File: config.mk
export PLATFORM = sky130hd
export DESIGN_NAME = utf8_to_ucs2_decoder_flat
export DESIGN_NICKNAME = d
export VERILOG_FILES = /design/src/rtl/u8dec_pkg.sv /design/src/rtl/u8dec_byte_if.sv /design/src/rtl/u8dec_unit_if.sv /design/src/rtl/u8dec_front.sv /design/src/rtl/u8dec_queue.sv /design/src/rtl/u8dec_back.sv /design/src/rtl/utf8_to_ucs2_decoder.sv /design/src/flat_wrapper.sv
export SDC_FILE = /design/constraint.sdc
export NUM_CORES = 1
export LEC_CHECK = 0
export BUFFER_PORTS_ARGS = -buffer_cell sky130_fd_sc_hd__buf_2
export CAP_MARGIN = 10
export CORE_UTILIZATION = 25
export DETAILED_ROUTE_END_ITERATION = 12
export SYNTH_ARGS = -nofsm -noshare
export SYNTH_HDL_FRONTEND = slang
export SYNTH_SLANG_ARGS = --single-unit
export TNS_END_PERCENT = 10
File: constraint.sdc
create_clock -name clk -period 2.75 [get_ports clk]
set_input_delay 0.1375 -clock clk [delete_from_list [all_inputs] [get_ports clk]]
set_output_delay 0.1375 -clock clk [all_outputs]
set_load 0.02 [all_outputs]
File: src/rtl/u8dec_pkg.sv
// Shared types and constants of the UTF-8 to UCS-2 decoder.
// No dependencies; the front end, queue, back end and top level import this package.
`default_nettype none

package u8dec_pkg;

    // Byte queue between the classifier and the decoder back end
    localparam int Q_DEPTH = 4;
    localparam int Q_PTR_W = $clog2(Q_DEPTH);
    localparam int Q_CNT_W = $clog2(Q_DEPTH + 1);

    localparam logic [15:0] SPACE_UNIT = 16'h0020;

    // Lead byte masks and codes
    localparam logic [7:0] ASCII_MASK = 8'h80;
    localparam logic [7:0] LEAD2_MASK = 8'hE0;
    localparam logic [7:0] LEAD2_CODE = 8'hC0;
    localparam logic [7:0] LEAD3_MASK = 8'hF0;
    localparam logic [7:0] LEAD3_CODE = 8'hE0;
    localparam logic [7:0] LEAD4_MASK = 8'hF8;
    localparam logic [7:0] LEAD4_CODE = 8'hF0;
    localparam logic [7:0] LEAD5_MASK = 8'hFC;
    localparam logic [7:0] LEAD5_CODE = 8'hF8;
    localparam logic [7:0] LEAD2_DATA = 8'h1F;
    localparam logic [7:0] LEAD3_DATA = 8'h0F;
    localparam logic [7:0] CONT_DATA  = 8'h3F;

    // Bytes dropped after an unsupported lead
    localparam logic [2:0] SKIP_LEAD4 = 3'd3;
    localparam logic [2:0] SKIP_LEAD5 = 3'd4;
    localparam logic [2:0] SKIP_OTHER = 3'd5;

    typedef enum logic [2:0] {
        CLS_ASCII,
        CLS_LEAD2,
        CLS_LEAD3,
        CLS_LEAD4,
        CLS_LEAD5,
        CLS_OTHER
    } byte_class_t;

    typedef struct packed {
        byte_class_t cls;
        logic [7:0]  data;
        logic        last;
    } q_entry_t;

    typedef struct packed {
        logic full;
        logic empty;
    } q_stat_t;

    typedef struct packed {
        logic skip_active;
        logic pend_active;
    } back_stat_t;

endpackage

`default_nettype wire

File: src/rtl/u8dec_byte_if.sv
// Input channel of the decoder: one raw byte per item plus the end flag.
// No dependencies.
`default_nettype none

interface u8dec_byte_if;
    logic       valid;
    logic       ready;
    logic [7:0] in_byte;
    logic       last_byte;

    modport source (output valid, output in_byte, output last_byte, input ready);
    modport sink   (input valid, input in_byte, input last_byte, output ready);
endinterface

`default_nettype wire

File: src/rtl/u8dec_unit_if.sv
// Output channel of the decoder: one 16-bit code unit per item with flags.
// No dependencies.
`default_nettype none

interface u8dec_unit_if;
    logic        valid;
    logic        ready;
    logic [15:0] code_unit;
    logic        has_unit;
    logic        end_of_string;

    modport source (output valid, output code_unit, output has_unit,
                    output end_of_string, input ready);
    modport sink   (input valid, input code_unit, input has_unit,
                    input end_of_string, output ready);
endinterface

`default_nettype wire

File: src/rtl/u8dec_front.sv
// Front end: accepts bytes and tags each one with its lead class.
// Depends on u8dec_pkg and u8dec_byte_if.
`default_nettype none

module u8dec_front (
    u8dec_byte_if.sink          bytes,
    input  u8dec_pkg::q_stat_t  q_stat,
    output logic                push,
    output u8dec_pkg::q_entry_t push_data
);
    import u8dec_pkg::*;

    byte_class_t cls;

    always_comb
    begin
        if ((bytes.in_byte & ASCII_MASK) == 8'h00)
            cls = CLS_ASCII;
        else if ((bytes.in_byte & LEAD2_MASK) == LEAD2_CODE)
            cls = CLS_LEAD2;
        else if ((bytes.in_byte & LEAD3_MASK) == LEAD3_CODE)
            cls = CLS_LEAD3;
        else if ((bytes.in_byte & LEAD4_MASK) == LEAD4_CODE)
            cls = CLS_LEAD4;
        else if ((bytes.in_byte & LEAD5_MASK) == LEAD5_CODE)
            cls = CLS_LEAD5;
        else
            cls = CLS_OTHER;
    end

    assign bytes.ready    = ~q_stat.full;
    assign push           = bytes.valid & ~q_stat.full;
    assign push_data.cls  = cls;
    assign push_data.data = bytes.in_byte;
    assign push_data.last = bytes.last_byte;

endmodule

`default_nettype wire

File: src/rtl/u8dec_queue.sv
// Short FIFO of classified bytes between front end and back end.
// Depends on u8dec_pkg.
`default_nettype none

module u8dec_queue (
    input  logic                clk,
    input  logic                rst_n,
    input  logic                push,
    input  u8dec_pkg::q_entry_t push_data,
    input  logic                pop,
    output u8dec_pkg::q_entry_t pop_data,
    output u8dec_pkg::q_stat_t  stat
);
    import u8dec_pkg::*;

    q_entry_t             mem_reg [Q_DEPTH];
    logic [Q_PTR_W-1:0]   wr_ptr_reg, wr_ptr_next;
    logic [Q_PTR_W-1:0]   rd_ptr_reg, rd_ptr_next;
    logic [Q_CNT_W-1:0]   count_reg, count_next;

    always_comb
    begin
        wr_ptr_next = push ? Q_PTR_W'(wr_ptr_reg + 1'b1) : wr_ptr_reg;
        rd_ptr_next = pop  ? Q_PTR_W'(rd_ptr_reg + 1'b1) : rd_ptr_reg;
        case ({push, pop})
            2'b10:   count_next = Q_CNT_W'(count_reg + 1'b1);
            2'b01:   count_next = Q_CNT_W'(count_reg - 1'b1);
            default: count_next = count_reg;
        endcase
    end

    always_ff @(posedge clk or negedge rst_n)
    begin
        if (!rst_n)
        begin
            wr_ptr_reg <= '0;
            rd_ptr_reg <= '0;
            count_reg  <= '0;
        end
        else
        begin
            wr_ptr_reg <= wr_ptr_next;
            rd_ptr_reg <= rd_ptr_next;
            count_reg  <= count_next;
        end
    end

    always_ff @(posedge clk)
    begin
        if (push)
            mem_reg[wr_ptr_reg] <= push_data;
    end

    assign pop_data   = mem_reg[rd_ptr_reg];
    assign stat.full  = (count_reg == Q_CNT_W'(Q_DEPTH));
    assign stat.empty = (count_reg == '0);

endmodule

`default_nettype wire

File: src/rtl/u8dec_back.sv
// Back end: sequence state, code unit assembly and the output register.
// Depends on u8dec_pkg and u8dec_unit_if.
`default_nettype none

module u8dec_back (
    input  logic                  clk,
    input  logic                  rst_n,
    input  u8dec_pkg::q_stat_t    q_stat,
    input  u8dec_pkg::q_entry_t   q_data,
    output logic                  pop,
    u8dec_unit_if.source          units,
    output u8dec_pkg::back_stat_t stat
);
    import u8dec_pkg::*;

    logic [1:0]  pend_reg, pend_next;
    logic [11:0] partial_reg, partial_next;
    logic [2:0]  skip_reg, skip_next;
    logic        out_valid_reg, out_valid_next;
    logic [15:0] unit_reg, unit_next;
    logic        has_reg, has_next;
    logic        eos_reg, eos_next;

    logic        emit;
    logic [15:0] emit_unit;
    logic        emit_has;
    logic        can_load;
    logic [15:0] joined;

    assign can_load = ~out_valid_reg | units.ready;
    assign pop      = ~q_stat.empty & can_load;
    assign joined   = {partial_reg[9:0], q_data.data[5:0]};

    // Per-byte decode step
    always_comb
    begin
        pend_next    = pend_reg;
        partial_next = partial_reg;
        skip_next    = skip_reg;
        emit         = 1'b0;
        emit_unit    = SPACE_UNIT;
        emit_has     = 1'b1;

        if (skip_reg != '0)
        begin
            if (q_data.last)
            begin
                emit      = 1'b1;
                emit_unit = '0;
                emit_has  = 1'b0;
            end
            else
                skip_next = skip_reg - 3'd1;
        end
        else if (pend_reg != '0)
        begin
            if (q_data.last && pend_reg == 2'd2)
                emit = 1'b1;
            else if (pend_reg == 2'd1)
            begin
                emit      = 1'b1;
                emit_unit = joined;
                pend_next = '0;
            end
            else
            begin
                partial_next = {partial_reg[5:0], q_data.data[5:0]};
                pend_next    = 2'd1;
            end
        end
        else
        begin
            unique case (q_data.cls)
                CLS_ASCII:
                begin
                    emit      = 1'b1;
                    emit_unit = {8'h00, q_data.data};
                end
                CLS_LEAD2:
                begin
                    if (q_data.last)
                        emit = 1'b1;
                    else
                    begin
                        partial_next = {4'h0, q_data.data & LEAD2_DATA};
                        pend_next    = 2'd1;
                    end
                end
                CLS_LEAD3:
                begin
                    if (q_data.last)
                        emit = 1'b1;
                    else
                    begin
                        partial_next = {4'h0, q_data.data & LEAD3_DATA};
                        pend_next    = 2'd2;
                    end
                end
                CLS_LEAD4:
                begin
                    emit      = 1'b1;
                    skip_next = SKIP_LEAD4;
                end
                CLS_LEAD5:
                begin
                    emit      = 1'b1;
                    skip_next = SKIP_LEAD5;
                end
                default:
                begin
                    emit      = 1'b1;
                    skip_next = SKIP_OTHER;
                end
            endcase
        end

        // end of string returns everything to the start state
        if (q_data.last)
        begin
            pend_next    = '0;
            partial_next = '0;
            skip_next    = '0;
        end
    end

    always_comb
    begin
        out_valid_next = out_valid_reg & ~units.ready;
        unit_next      = unit_reg;
        has_next       = has_reg;
        eos_next       = eos_reg;
        if (pop && emit)
        begin
            out_valid_next = 1'b1;
            unit_next      = emit_unit;
            has_next       = emit_has;
            eos_next       = q_data.last;
        end
    end

    always_ff @(posedge clk or negedge rst_n)
    begin
        if (!rst_n)
        begin
            pend_reg      <= '0;
            partial_reg   <= '0;
            skip_reg      <= '0;
            out_valid_reg <= 1'b0;
        end
        else
        begin
            if (pop)
            begin
                pend_reg    <= pend_next;
                partial_reg <= partial_next;
                skip_reg    <= skip_next;
            end
            out_valid_reg <= out_valid_next;
        end
    end

    always_ff @(posedge clk)
    begin
        unit_reg <= unit_next;
        has_reg  <= has_next;
        eos_reg  <= eos_next;
    end

    assign units.valid         = out_valid_reg;
    assign units.code_unit     = unit_reg;
    assign units.has_unit      = has_reg;
    assign units.end_of_string = eos_reg;

    assign stat.skip_active = (skip_reg != '0);
    assign stat.pend_active = (pend_reg != '0);

endmodule

`default_nettype wire

File: src/rtl/utf8_to_ucs2_decoder.sv
// UTF-8 to UCS-2 decoder, top level.
// An accepted byte is written to the byte queue; the back end then decodes it from the queue
// and loads its result into the output register, from which it is taken.
// Throughput: one byte per cycle unless the output stalls; the back end decodes one queued byte a cycle.
// A stalled output fills the 4-entry byte queue, after which bytes.ready drops.
// Reset (rst_n, async, active low) empties the queue and output register and clears
// the sequence state; no clearing pass, the block takes bytes right after reset.
`default_nettype none

module utf8_to_ucs2_decoder (
    input  logic         clk,
    input  logic         rst_n,
    u8dec_byte_if.sink   bytes,
    u8dec_unit_if.source units
);
    import u8dec_pkg::*;

    // Front end -> queue
    logic       push;
    q_entry_t   push_data;

    // Queue -> back end
    logic       pop;
    q_entry_t   pop_data;
    q_stat_t    q_stat;

    back_stat_t back_stat;

    // Classifies each byte as it is accepted; ready follows queue space only,
    // so a stalled output never reaches the input side combinationally.
    u8dec_front u_front (
        .bytes     (bytes),
        .q_stat    (q_stat),
        .push      (push),
        .push_data (push_data)
    );

    u8dec_queue u_queue (
        .clk       (clk),
        .rst_n     (rst_n),
        .push      (push),
        .push_data (push_data),
        .pop       (pop),
        .pop_data  (pop_data),
        .stat      (q_stat)
    );

    // Holds the multi-byte sequence state and the output register. Bytes that
    // give no item (continuations, dropped bytes) are consumed without a bubble.
    u8dec_back u_back (
        .clk    (clk),
        .rst_n  (rst_n),
        .q_stat (q_stat),
        .q_data (pop_data),
        .pop    (pop),
        .units  (units),
        .stat   (back_stat)
    );

    // An end marker without a unit carries a zero code unit and the end flag
    a_marker_form: assert property (@(posedge clk) disable iff (!rst_n)
        units.valid && !units.has_unit |-> units.end_of_string && units.code_unit == 16'h0000)
        else $error("end marker malformed");

    // Dropping and sequence assembly never overlap
    a_state_excl: assert property (@(posedge clk) disable iff (!rst_n)
        !(back_stat.skip_active && back_stat.pend_active))
        else $error("skip and pending both active");

    // A full queue refuses input
    a_no_overrun: assert property (@(posedge clk) disable iff (!rst_n)
        q_stat.full |-> !bytes.ready && !push)
        else $error("byte queue overrun");

    // The back end only draws from a non-empty queue
    a_no_underrun: assert property (@(posedge clk) disable iff (!rst_n)
        q_stat.empty |-> !pop)
        else $error("byte queue underrun");

endmodule

`default_nettype wire
File: src/flat_wrapper.sv
// flat-port wrapper written by rule: the top's interface ports become plain ports
module utf8_to_ucs2_decoder_flat import u8dec_pkg::*;
  (clk, rst_n, bytes_valid, bytes_in_byte, bytes_last_byte, bytes_ready, units_valid, units_code_unit, units_has_unit, units_end_of_string, units_ready);
  u8dec_byte_if bytes_i ();
  u8dec_unit_if units_i ();
  input  logic clk;
  input  logic rst_n;
  input wire logic [$bits(bytes_i.valid)-1:0] bytes_valid;
  input wire logic [$bits(bytes_i.in_byte)-1:0] bytes_in_byte;
  input wire logic [$bits(bytes_i.last_byte)-1:0] bytes_last_byte;
  output wire logic [$bits(bytes_i.ready)-1:0] bytes_ready;
  output wire logic [$bits(units_i.valid)-1:0] units_valid;
  output wire logic [$bits(units_i.code_unit)-1:0] units_code_unit;
  output wire logic [$bits(units_i.has_unit)-1:0] units_has_unit;
  output wire logic [$bits(units_i.end_of_string)-1:0] units_end_of_string;
  input wire logic [$bits(units_i.ready)-1:0] units_ready;
  assign bytes_i.valid = bytes_valid;
  assign bytes_i.in_byte = bytes_in_byte;
  assign bytes_i.last_byte = bytes_last_byte;
  assign bytes_ready = bytes_i.ready;
  assign units_valid = units_i.valid;
  assign units_code_unit = units_i.code_unit;
  assign units_has_unit = units_i.has_unit;
  assign units_end_of_string = units_i.end_of_string;
  assign units_i.ready = units_ready;
  utf8_to_ucs2_decoder u_core (.clk(clk), .rst_n(rst_n), .bytes(bytes_i), .units(units_i));
endmodule
### Word-level counts from Yosys, hierarchy flattened

Memories as Yosys holds them, arrays and structs flattened.
Cells that the tools add are included.
W data, S select, Z words.

| storage, ports and cells | value |
|---|---|
| register bits | 41 |
| latch bits | 0 |
| RAM bits | 48 |
| memory bits (read-only) | 0 |
| input bits | 13 |
| output and inout bits | 20 |
| logic and storage cells | 94 |
| memories | 1 |

| operators by class | value |
|---|---|
| $add $sub $neg | 5 |
| $mul | 0 |
| divide/modulo/power cells | 0 |
| order comparisons | 0 |
| equality and inequality tests | 18 |
| shift-type cells | 0 |
| mux-type cells | 38 |
| bitwise gates (word level) | 8 |
| reductions and logical operators | 14 |

Memories:

| name | words | bits a word | read ports | clocked after memory_dff | write ports | line | source |
|---|---|---|---|---|---|---|---|
| u_core.u_queue.mem_reg | 4 | 12 | 1 | 0 | 1 | u8dec_queue.sv:16 | `q_entry_t mem_reg [Q_DEPTH];` |

Operators by type and width:

| cell | number |
|---|---|
| $mux W16 | 4 |
| $mux W10 | 5 |
| $mux W3 | 7 |
| $pmux W10 S2 | 1 |
| $mux W1 | 12 |
| $eq A3 B3 Y1 const B | 3 |
| $pmux W3 S3 | 1 |
| $logic_not A8 Y1 | 1 |
| $mux W2 | 4 |
| $mux W8 | 1 |
| $eq A3 B2 Y1 const B | 2 |
| $eq A6 B6 Y1 const B | 1 |
| $logic_not A3 Y1 | 2 |
| $mux W6 | 1 |
| $ne A3 B3 Y1 const B | 2 |
| $pmux W3 S2 | 1 |
| $sub A3 B1 Y3 const B | 2 |
| $eq A5 B5 Y1 const B | 1 |
| $reduce_and A5 Y1 | 1 |
| $add A2 B1 Y2 const B | 2 |
| $eq A2 B1 Y1 const B | 2 |
| $eq A2 B2 Y1 const B | 2 |
| $eq A4 B4 Y1 const B | 1 |
| $not A1 Y1 | 4 |
| other kinds (16) | 20 |

### Depth between registers and ports, before layout

Gate-level depths: netlist (run 1).
An unclocked memory read counts as a cell.

| logic depth | value |
|---|---|
| word-level depth | 8 |
| depth in mapped cells | 10 |
| gate-level depth less buffers | 10 |

### Cells and area by module

A second synthesis (run 1) with hierarchy kept.

| unflattened totals | value |
|---|---|
| cells, all modules | 252 |
| area, all modules | 3885.0 sq um |

Modules (own cells, without submodules):

| module | times used | cells an instance | area an instance (sq um) |
|---|---|---|---|
| u8dec_queue | 1 | 100 | 2157.1 |
| u8dec_back | 1 | 133 | 1605.3 |
| u8dec_front | 1 | 19 | 122.6 |

### Worst setup path after synthesis (run 1)

OpenSTA, ideal clock, no wires.

| timing path | value |
|---|---|
| path type | reg-to-reg |
| start | reg u_core.u_back.skip_reg[0] |
| end | reg u_core.u_back.unit_reg[0] (netlist: u_core.u_back.units.code_unit[0]), enable pin |
| setup time | 0.392 ns |
| arrival time | 2.158 ns |
| required time | 2.358 ns |
| slack | 0.200 ns |
| cell stages (with the launch flop) | 10 |
| buffers on the path | 2 |
| clock period less this slack | 2.550 ns |
| path through | dfrtp_1 -> inv_1 -> ha_1 -> ha_1 -> buf_2 -> inv_1 -> nor2_1 -> clkbuf_1 -> a22oi_1 -> nor2_1 |

| on the way | value |
|---|---|
| cells in the longest elaborated chain, start to end | 3 |

Ends and longest elaborated chain:

| element | line | source |
|---|---|---|
| start: declaration | u8dec_back.sv:18 | `logic [2:0] skip_reg, skip_next;` |
| start signal: assignment | u8dec_back.sv:156 | `skip_reg <= skip_next;` |
| $reduce_bool A3 Y1 | n/a |  |
| $mux W1 | u8dec_back.sv:44 | `if (skip_reg != '0)` |
| $logic_and A1 B1 Y1 | u8dec_back.sv:132 | `if (pop && emit)` |
| end signal: assignment | u8dec_back.sv:164 | `unit_reg <= unit_next;` |
| end: declaration | u8dec_back.sv:20 | `logic [15:0] unit_reg, unit_next;` |

No other way between the ends.
A chain may end at the register's enable or synchronous reset.

### Worst setup path in the final report (run 1)

| timing path | value |
|---|---|
| start | reg u_core.u_back.skip_reg[0] |
| end | reg u_core.u_back.partial_reg[4] |

| on the way | value |
|---|---|
| cells in the longest elaborated chain, start to end | 3 |

Ends and longest elaborated chain:

| element | line | source |
|---|---|---|
| $reduce_bool A3 Y1 | n/a |  |
| $ne A2 B2 Y1 (no line) | n/a |  |
| $reduce_and A5 Y1 (no line) | n/a |  |
| end signal: assignment | u8dec_back.sv:155 | `partial_reg <= partial_next;` |
| end: declaration | u8dec_back.sv:17 | `logic [11:0] partial_reg, partial_next;` |

No other way between the ends.

==> reports/qor.yml, run 1 <==
die:
  dieHeight_um: 125
  ios: 33
  core.rowCount: 44
  coreArea_mm2: 0.0146
  dieArea_mm2: 0.0156
  start_util: 0.257
  die_x_um: 125
yosys:
  synth_area_mm2: 0.00377
  syn_nets: 251
  netlist_top_cells_count: "edfxtp_1 (66), dfrtp_1 (23), inv_1 (15), and3_1 (12), nor2_1 (9)"
  synthTopCellsByArea: "edfxtp_1 (53%), dfrtp_1 (15%), mux4_2 (4.2%)"
  ys_warn_count: 0
  yosysSeqAreaShare: 0.679
  synth_top_area_share: 0.526
  yosys.cell_types.count: 46
  async_flop_share: 0.258
  ys_seq_elements: 89
  syn_inst: 230
  yosysMostFrequentCell: "edfxtp_1"
  synth.avg_cell_area_um2: 16.4
  synth_top_area_cell: "edfxtp_1"
  synth_edf_count: 66
  synthFlopType: "edfxtp_1"
clock_tree:
  numCtsBuffers: 9
  cts-root-buf: "clkbuf_16"
  clk_pin_slew_worst_paths_ns: 0.06
  clk_latency_ns: 0.34
  cts_buffer_depth: 2
  tritoncts: "done"
  postCtsResizedCells: 0
  cts.htree.levels: 3
  numClockSinks: 89
route:
  drt_drc_violations_left: 4
  viasPerCell: 4.40
  ant_nets: 0
  wl_um: 6880
  drtIter0Drc: 114
  via_count: 2041
  dr.pass1.iters: 10
  avgRoutedWirePerCell_um: 14.8
global_route:
  met3_usage: 0.0451
  grt_use_total: 0.0969
  grt_pass1_wl_um: 11200
  top_usage_layer: "met2"
  grt_pass1_vias: 2052
  grt_start_max_net_pins: 24
  met1_usage: 0.120
  gr-usage-met2: 0.147
  globalRouteOverflowTotal: 0
  antenna_found_initial: 0
timing:
  finalClockSkew_ns: 0.00756
  rsz0062_at_grt: "no"
  finalCritPeriodShare: 0.923
  finalSetupViolCount: 0
  finalSetupTns_ns: 0
  finalMaxSlewViolations: 0
  slew-limit-headroom: 0.566
  tightest_slew_ns: 0.651
  hold_viol_final: 0
  fin_crit_ns: 2.54
  max_freq_mhz: 394
finish:
  fillers: 1450
  largest_register_ffs: 48
  drive_above_1_share: 0.279
  num_antenna_cells: 0
  final_util: 0.302
  area_growth_syn_to_layout_pct: 17.3
  fin_nets: 296
power_and_ir_drop:
  leakage_nw: 1.74
  p_per_area_mw_per_mm2: 1160
  peakVddDrop_mv: 0.433
setup_path:
  path_delay_family: "compound AO/OA/AOI/OAI gates"
  crit_type: "reg2reg"
  path_max_fanout: 10
  cpPeakStageDelay_ns: 0.40
  cp-start-kind: "register"
  crit_chain: "inv_1 -> ha_1 -> ha_1 -> or3b_1 -> o221ai_1 -> o2111a_1 -> a21boi_0 -> a22o_1"
  cp_slowest_cell: "dfrtp_1"
  end_kind: "register"
  worst-path-buf-inv: 1
  cpMostUsedCell: "ha_1"
  cp.arrival_ns: 2.82
  required_ns: 3.03
place:
  numPortBuffers: 32
  place_congestion: 0.783
  dpl.hpwl_um: 4810
run:
  cap_viol_max_count: 0
status:
  status: "finished, violations left"
  violations: "DRC"
min_path:
  min_path_type: "in2reg"
power by group:
part	leakage [nW]	total, W	switching, W	internal [W]
registers	0.919	0.00207	0.000143	0.00192
logic	0.692	0.00199	0.00121	0.000778
clock network	0.125	0.00108	0.000475	0.000604
total	1.74	0.00513	0.00183	0.00330
cells in the final DEF (no fill, tap or decap), types with 3 or more instances in the layout:
| cell type | n |
|---|---|
| nor2_1 | 9 |
| xor2_1 | 3 |
| mux2_2 | 5 |
| nand2_1 | 7 |
| xnor2_1 | 4 |
| inv_1 | 15 |
| a32o_1 | 3 |
| nand3_1 | 3 |
| mux4_1 | 4 |
| o21ai_0 | 6 |
| buf_4 | 9 |
| and3_1 | 12 |
| a31oi_1 | 3 |
| clkbuf_16 | 9 |
| buf_2 | 32 |
| mux4_2 | 7 |
| dfrtp_1 | 23 |
| clkinv_1 | 3 |
| edfxtp_1 | 66 |
| nor2b_1 | 6 |
| ha_1 | 7 |
| a22o_2 | 8 |
| mux2i_1 | 3 |
metal layers:
layer	part of all wire	vias up
met2	0.48	46
li1	-	970
met5	0	-
met4	0.0081	0
met1	0.46	1019
met3	0.055	6
cell type report:
class | instances | area, um2 | share of cell area
Inverter | 15 | 56.3 | 0.0127
Timing Repair Buffer | 42 | 238 | 0.0538
Tap cell | 184 | 230 | 0.0521
Multi-Input combinational cell | 118 | 1080 | 0.244
Clock inverter | 6 | 32.5 | 0.00736
Clock buffer | 10 | 229 | 0.0518
Sequential cell | 89 | 2560 | 0.578
path summary, 6_finish.rpt:
check                                             start                            to  slack (ns)  depth (start not counted)
setup / recovery              u_core.u_back.skip_reg[0]  u_core.u_back.partial_reg[4]        0.21                          8
hold / removal                         bytes_in_byte[0]  u_core.u_queue.mem_reg[3][1]        0.02                          1
setup reg to reg              u_core.u_back.skip_reg[0]  u_core.u_back.partial_reg[4]        0.21                          8
hold reg to reg            u_core.u_back.partial_reg[5]  u_core.u_back.partial_reg[5]        0.50                          1
max in group asynchronous                         rst_n  u_core.u_back.partial_reg[5]        2.04                          2
min in group asynchronous                         rst_n     u_core.u_back.skip_reg[0]        0.33                          2
per-stage QoR:
step / instance area (um2) / instances / power [W] / setup slack (ns) / hold slack, ns
final: 4420 / 464 / 0.00513 / 0.212 / 0.0157
after global routing: 4420 / 464 / 0.00547 / 0.111 / 0.00234
after CTS: 4420 / 464 / 0.00521 / 0.202 / 0.00223
after global placement: 4150 / 447 / 0.00405 / 0.360 / 0.152
after detailed placement: 4150 / 447 / 0.00412 / 0.217 / 0.163
after floorplan: 3770 / 230 / 0.00355 / 0.200 / -0.158
cell families after synthesis:
| kind of cell | share of synthesized area |
|---|---|
| DFF | 0.679 |
| and+or+nand+nor | 0.0740 |
| AOI/OAI and AO/OA | 0.0747 |
| buffers and inverters | 0.0352 |
| muxes | 0.0926 |
| adders and majority gates | 0.0286 |
| xor gates and xnor gates | 0.0163 |
repair_timing:
action                                 4_1_cts  5_1_grt
buffers inserted                             0        0
setup endpoints to repair                    0        0
hold buffers                                 1        0
endpoints found under the hold margin       23        0
Note: power is estimated with default switching activity, not from simulation.
==> run 2, diff against run 1 <==
--- a/config.mk
+++ b/config.mk
@@ -9,6 +9,7 @@
 export CAP_MARGIN = 10
 export CORE_UTILIZATION = 25
 export DETAILED_ROUTE_END_ITERATION = 12
+export PLACE_DENSITY_LB_ADDON = 0.05
 export SYNTH_ARGS = -nofsm -noshare
 export SYNTH_HDL_FRONTEND = slang
 export SYNTH_SLANG_ARGS = --single-unit
==> run 2 against run 1 <==
  * The flow still finishes with violations (DRC)
  * Largest cell class unchanged
  * Critical path type unchanged
  * Via count is 0.20% higher
  * Die area is the same
  * Critical path depth shrank 2
  * Wire length rose by 16%
  * Sequential cell count stayed put
  * Global-route usage is 1.6 points higher
  * Fmax up 7.8%
  * Core utilization up 0.27 points
==> reports/qor.yml, run 2 (synthesis results as in run 1) <==
die:
  core.rowCount: 44  # unchanged
  dieArea_mm2: 0.0156  # unchanged
  dieHeight_um: 125  # unchanged
  start_util: 0.257  # unchanged
  coreArea_mm2: 0.0146  # unchanged
  die_x_um: 125  # unchanged
  ios: 33  # unchanged
setup_path:
  cp-start-kind: "register"  # unchanged
  cp.arrival_ns: 2.44  # was 2.82 ns
  required_ns: 2.83  # was 3.03 ns
  end_kind: "register"  # unchanged
  path_max_fanout: 18  # was 10
  crit_type: "reg2reg"  # unchanged
  reg2reg_slack_ns: 0.39  # was 0.21 ns
clock_tree:
  clk_latency_ns: 0.34  # about the same
  postCtsResizedCells: 0  # unchanged
  cts_buffer_depth: 2  # unchanged
  numClockSinks: 89  # unchanged
  tritoncts: "done"  # unchanged
  cts-root-buf: "clkbuf_16"  # unchanged
  cts.htree.levels: 3  # unchanged
  clk_pin_slew_worst_paths_ns: 0.07  # was 0.06 ns
  post_cts_buffers: 0  # unchanged
  numCtsBuffers: 9  # unchanged
timing:
  slew-limit-headroom: 0.527  # was 0.566
  max_freq_mhz: 425  # was 394 MHz
  tightest_slew_ns: 0.710  # was 0.651 ns
  rsz0062_at_grt: "no"  # unchanged
  finalSetupTns_ns: 0  # unchanged
  finalSetupViolCount: 0  # unchanged
  fin_crit_ns: 2.36  # was 2.54 ns
  hold_ws_ns: 0.0178  # was 0.0157 ns
  finalCritPeriodShare: 0.857  # was 0.923
  hold_viol_final: 0  # unchanged
  finalClockSkew_ns: 0.00699  # was 0.00756 ns
  finalMaxSlewViolations: 0  # unchanged
global_route:
  globalRouteOverflowTotal: 0  # unchanged
  grt_pass1_wl_um: 12600  # was 11,200 um
  grt_pass1_vias: 2128  # was 2,052
  grt_start_max_net_pins: 24  # unchanged
  grt_use_total: 0.113  # was 0.0969
  antenna_found_initial: 0  # unchanged
power_and_ir_drop:
  pwr-share-clk: 0.220  # was 0.210
  finalPower_w: 0.00527  # was 0.00513 W
  power_frac_seq: 0.400  # was 0.403
  pwr-share-comb: 0.380  # was 0.387
  peakVddDrop_mv: 0.347  # was 0.433 mV
  p_sw_frac: 0.362  # was 0.356
  p_per_area_mw_per_mm2: 1180  # was 1160 mW/mm2
  leakage_nw: 1.76  # was 1.74 nW
  p_int_w: 0.00336  # was 0.00330 W
  p_switching_w: 0.00191  # was 0.00183 W
place:
  place_congestion: 0.702  # was 0.783
  numPortBuffers: 32  # unchanged
  placed_cells: 449  # was 447
  placed_area_mm2: 0.00417  # was 0.00415 mm2
  dpl.hpwl_um: 5400  # was 4810 um
finish:
  final_common_cell: "edfxtp_1"  # unchanged
  largest_register_ffs: 48  # unchanged
  fin_area_mm2: 0.00446  # was 0.00442 mm2
  layout_common_cells: "edfxtp_1 (66), buf_2 (32), dfrtp_1 (23)"  # unchanged
  stdcell_count: 467  # was 464
  num_antenna_cells: 0  # unchanged
  drive_above_1_share: 0.290  # was 0.279
  fin_nets: 299  # was 296
  area_growth_syn_to_layout_pct: 18.4  # was 17.3%
status:
  violations: "DRC"  # unchanged
  status: "finished, violations left"  # unchanged
route:
  drt_drc_violations_left: 8  # was 4
  dr.pass1.iters: 8  # was 10
  drtIter0Drc: 94  # was 114
  wl_um: 7960  # was 6880 um
  viasPerCell: 4.38  # was 4.40
  avgRoutedWirePerCell_um: 17.1  # was 14.8 um
  ant_nets: 0  # unchanged
  via_count: 2045  # was 2,041
min_path:
  min_path_type: "in2reg"  # unchanged
run:
  cap_viol_max_count: 0  # unchanged
-- run 2: cell count changes in the layout (fill, tap and decap cells not counted) --
cell | before | now
buf_4 | 9 | 11
clkinv_4 | 0 | 1
dlygate4sd3_1 | 1 | 2
clkinv_1 | 3 | 0
clkbuf_8 | 0 | 1
clkbuf_1 | 1 | 2
-- run 2: worst paths after layout --
path / start / cells after the start / endpoint
hold / removal: bytes_in_byte[0] / 1 / u_core.u_queue.mem_reg[2][1]
max in group asynchronous: rst_n / 2 / u_core.u_back.partial_reg[8]
setup reg to reg: u_core.u_queue.rd_ptr_reg[0] / 6 / u_core.u_back.units.code_unit[4]
min in group asynchronous: rst_n / 2 / u_core.u_back.units.valid
hold reg to reg: u_core.u_back.partial_reg[9] / 1 / u_core.u_back.partial_reg[9]
setup / recovery: u_core.u_queue.rd_ptr_reg[0] / 6 / u_core.u_back.units.code_unit[4]
-- run 2: metal layers --
| layer | global-route usage | vias to the layer above | wire length (um) |
|---|---|---|---|
| met2 | 0.175 | 34 | 3750 |
| li1 | - | 978 | - |
| met5 | 0 | - | 0 |
| met3 | 0.0266 | 12 | 227 |
| met1 | 0.145 | 1021 | 3810 |
| met4 | 0.0632 | 0 | 180 |
-- run 2: worst max-delay path, stage by stage (launching register included) --
cell	delay, ns
dfrtp_1	0.61
mux4_2	0.65
xor2_1	0.27
nand2_1	0.08
a22oi_1	0.21
nor2_1	0.06
buf_4	0.21
-- run 2: repair_timing --
action	CTS	global route
endpoints found under the setup margin	0	0
hold endpoints to repair	27	0
hold buffers	2	0
-- run 2: power by group through the flow --
| stage | Combinational [W] | Sequential [W] | Clock (W) |
|---|---|---|---|
| floorplan | 0.00131 | 0.00224 | 0 |
| global placement | 0.00207 | 0.00215 | 0 |
| detailed placement | 0.00205 | 0.00214 | 0 |
| CTS | 0.00206 | 0.00212 | 0.00121 |
| global route | 0.00222 | 0.00215 | 0.00126 |
| finish | 0.00201 | 0.00211 | 0.00116 |
-- run 2: final cells by class --
cell class	instances	area [um2]
flip-flops and latches	89	2560
well taps	184	230
clock inverters	4	30.0
inverters	15	56.3
clock buffers	12	246
fillers	1485	10200
multi-input cells	118	1080
repair buffers	45	263
-- run 2: per-stage QoR --
step,worst slack (ns),util
6_report,0.394,0.305
5_1_grt,0.225,0.305
4_1_cts,0.382,0.305
3_5_place_dp,0.398,0.284
3_3_place_gp,0.385,0.284
2_1_floorplan,0.200,-
==> run 3, diff against run 2 <==
==> constraint.sdc (replaced) <==
create_clock -name clk -period 2.75 [get_ports clk]
set_input_delay 0.55 -clock clk [delete_from_list [all_inputs] [get_ports clk]]
set_output_delay 0.55 -clock clk [all_outputs]
set_load 0.02 [all_outputs]
==> run 3 against run 2 <==
  * Core utilization is 0.21 points higher
  * Die area is the same
  * Wire length shrank 1.3%
  * The run still ends with DRC left
  * Clock power is 16% higher
  * Via count down 1.6%
  * Worst setup slack lost 0.040 ns
  * Largest cell class unchanged
  * Global-route usage shrank 0.21 points
  * Highest routed layer unchanged
  * Largest power group unchanged
  * Non-clock buffer count is 2 lower
==> reports/qor.yml, run 3 (synthesis results as in run 1) <==
finish:
  stdcell_count: 465  # was 467
  area_growth_syn_to_layout_pct: 19.2  # was 18.4%
  fin_nets: 297  # was 299
  num_antenna_cells: 0  # unchanged
  fin_area_mm2: 0.00449  # was 0.00446 mm2
  largest_register_ffs: 48  # unchanged
  final_common_cell: "edfxtp_1"  # unchanged
  final_util: 0.307  # was 0.305
  drive_above_1_share: 0.299  # was 0.290
  layout_common_cells: "edfxtp_1 (66), buf_2 (32), dfrtp_1 (23)"  # unchanged
timing:
  worst_slack_ns: 0.355  # was 0.394 ns
  finalSetupTns_ns: 0  # unchanged
  tightest_slew_ns: 0.690  # was 0.710 ns
  finalSetupViolCount: 0  # unchanged
  finalMaxSlewViolations: 0  # unchanged
  hold_viol_final: 0  # unchanged
  max_freq_mhz: 418  # was 425 MHz
  rsz0062_at_grt: "no"  # unchanged
  finalClockSkew_ns: 0.00397  # was 0.00699 ns
  fin_crit_ns: 2.40  # was 2.36 ns
  finalCritPeriodShare: 0.871  # was 0.857
  slew-limit-headroom: 0.540  # was 0.527
route:
  via_count: 2013  # was 2,045
  viasPerCell: 4.33  # was 4.38
  drt_drc_violations_left: 8  # unchanged
  avgRoutedWirePerCell_um: 16.9  # was 17.1 um
  ant_nets: 0  # unchanged
  wl_um: 7860  # was 7960 um
  drtIter0Drc: 83  # was 94
  dr.pass1.iters: 7  # was 8
die:
  die_x_um: 125  # unchanged
  dieArea_mm2: 0.0156  # unchanged
  core.rowCount: 44  # unchanged
  coreArea_mm2: 0.0146  # unchanged
  ios: 33  # unchanged
  dieHeight_um: 125  # unchanged
  start_util: 0.257  # unchanged
global_route:
  grt_pass1_vias: 2170  # was 2,128
  antenna_found_initial: 0  # unchanged
  grt_use_total: 0.111  # was 0.113
  globalRouteOverflowTotal: 0  # unchanged
  grt_start_max_net_pins: 24  # unchanged
  grt_pass1_wl_um: 12400  # was 12,600 um
clock_tree:
  post_cts_buffers: 0  # unchanged
  postCtsResizedCells: 0  # unchanged
  numClockSinks: 89  # unchanged
  tritoncts: "done"  # unchanged
  clk_pin_slew_worst_paths_ns: 0.07  # about the same
  clk_latency_ns: 0.34  # about the same
  cts_buffer_depth: 2  # unchanged
  cts_hold_buf: 0  # was 2
  cts.htree.levels: 3  # unchanged
  cts-root-buf: "clkbuf_16"  # unchanged
  numCtsBuffers: 9  # unchanged
status:
  violations: "DRC"  # unchanged
  status: "finished, violations left"  # unchanged
setup_path:
  worst-path-buf-inv: 0  # was 1
  cp_slowest_cell: "dfrtp_1"  # was mux4_2
  cpPeakStageDelay_ns: 0.66  # was 0.65 ns
  crit_type: "reg2reg"  # unchanged
  path_delay_family: "compound AO/OA/AOI/OAI gates"  # was multiplexers
  required_ns: 3.04  # was 2.83 ns
  crit_chain: "mux4_2 -> xor2_1 -> o2111a_1 -> a21boi_0 -> a22o_1"  # was mux4_2 -> xor2_1 -> nand2_1 -> a22oi_1 -> nor2_1 -> buf_4
  cp.arrival_ns: 2.68  # was 2.44 ns
  path_max_fanout: 11  # was 18
  cp-start-kind: "register"  # unchanged
  end_kind: "register"  # unchanged
place:
  placed_area_mm2: 0.00417  # unchanged
  numPortBuffers: 32  # unchanged
  place_congestion: 0.712  # was 0.702
  placed_cells: 449  # unchanged
  dpl.hpwl_um: 5390  # was 5400 um
  post-place-ws_ns: 0.321  # was 0.398 ns
power_and_ir_drop:
  peakVddDrop_mv: 0.342  # was 0.347 mV
  leakage_nw: 1.77  # was 1.76 nW
  p_per_area_mw_per_mm2: 1220  # was 1180 mW/mm2
run:
  cap_viol_max_count: 0  # unchanged
min_path:
  min_path_type: "in2async"  # was in2reg
==> run 3: cell types whose count changed in the layout (fill, tap and decap cells not counted), sizes merged <==
cell,previous run,this run
bufinv,0,2
inv,16,17
clkbuf,12,9
dlygate4sd3,2,0
==> run 3: path summary, 6_finish.rpt <==
kind	slack [ns]	startpoint	cells past startpoint	endpoint
worst max-delay path	0.35	u_core.u_queue.rd_ptr_reg[0]	5	u_core.u_back.partial_reg[4]
worst min-delay path	0.21	rst_n	1	u_core.u_back.skip_reg[1]
worst max register to register	0.35	u_core.u_queue.rd_ptr_reg[0]	5	u_core.u_back.partial_reg[4]
worst min register to register	0.50	u_core.u_back.partial_reg[9]	1	u_core.u_back.partial_reg[9]
max in group asynchronous	2.15	rst_n	1	u_core.u_back.partial_reg[8]
min in group clk	0.42	bytes_in_byte[1]	1	u_core.u_queue.mem_reg[1][2]
==> run 3: where the power goes <==
part | switching, W | internal (W) | total, W
Combinational | 0.00120 | 0.000796 | 0.00200
Sequential | 0.000192 | 0.00192 | 0.00211
Clock | 0.000542 | 0.000806 | 0.00135
Total | 0.00194 | 0.00352 | 0.00546
==> run 3: stage by stage <==
step	hold WS, ns	total power [W]
finish	0.207	0.00546
global route	0.239	0.00581
CTS	0.222	0.00557
detailed placement	0.492	0.00420
global placement	0.487	0.00422
floorplan	0.254	0.00355
==> run 3: layout make-up <==
type	instances	area [um2]
multi-input combinational	118	1080
inverter	15	56.3
sequential	89	2560
clock buffer	9	225
timing repair buffer	43	243
fill	1454	10200
tap	184	230
clock inverter	7	101
==> run 3: worst register-to-register path: stages (launching register included) <==
cell and delay [ns]:
dfrtp_1 0.66, mux4_2 0.65, xor2_1 0.26, o2111a_1 0.33, a21boi_0 0.28, a22o_1 0.16
==> run 3: layer usage <==
layer / GRT usage / up-vias / part of all wire
li1: - / 975 / -
met1: 0.136 / 1000 / 0.47
met2: 0.175 / 31 / 0.48
met3: 0.0399 / 7 / 0.034
met4: 0.0458 / 0 / 0.016
met5: 0 / - / 0
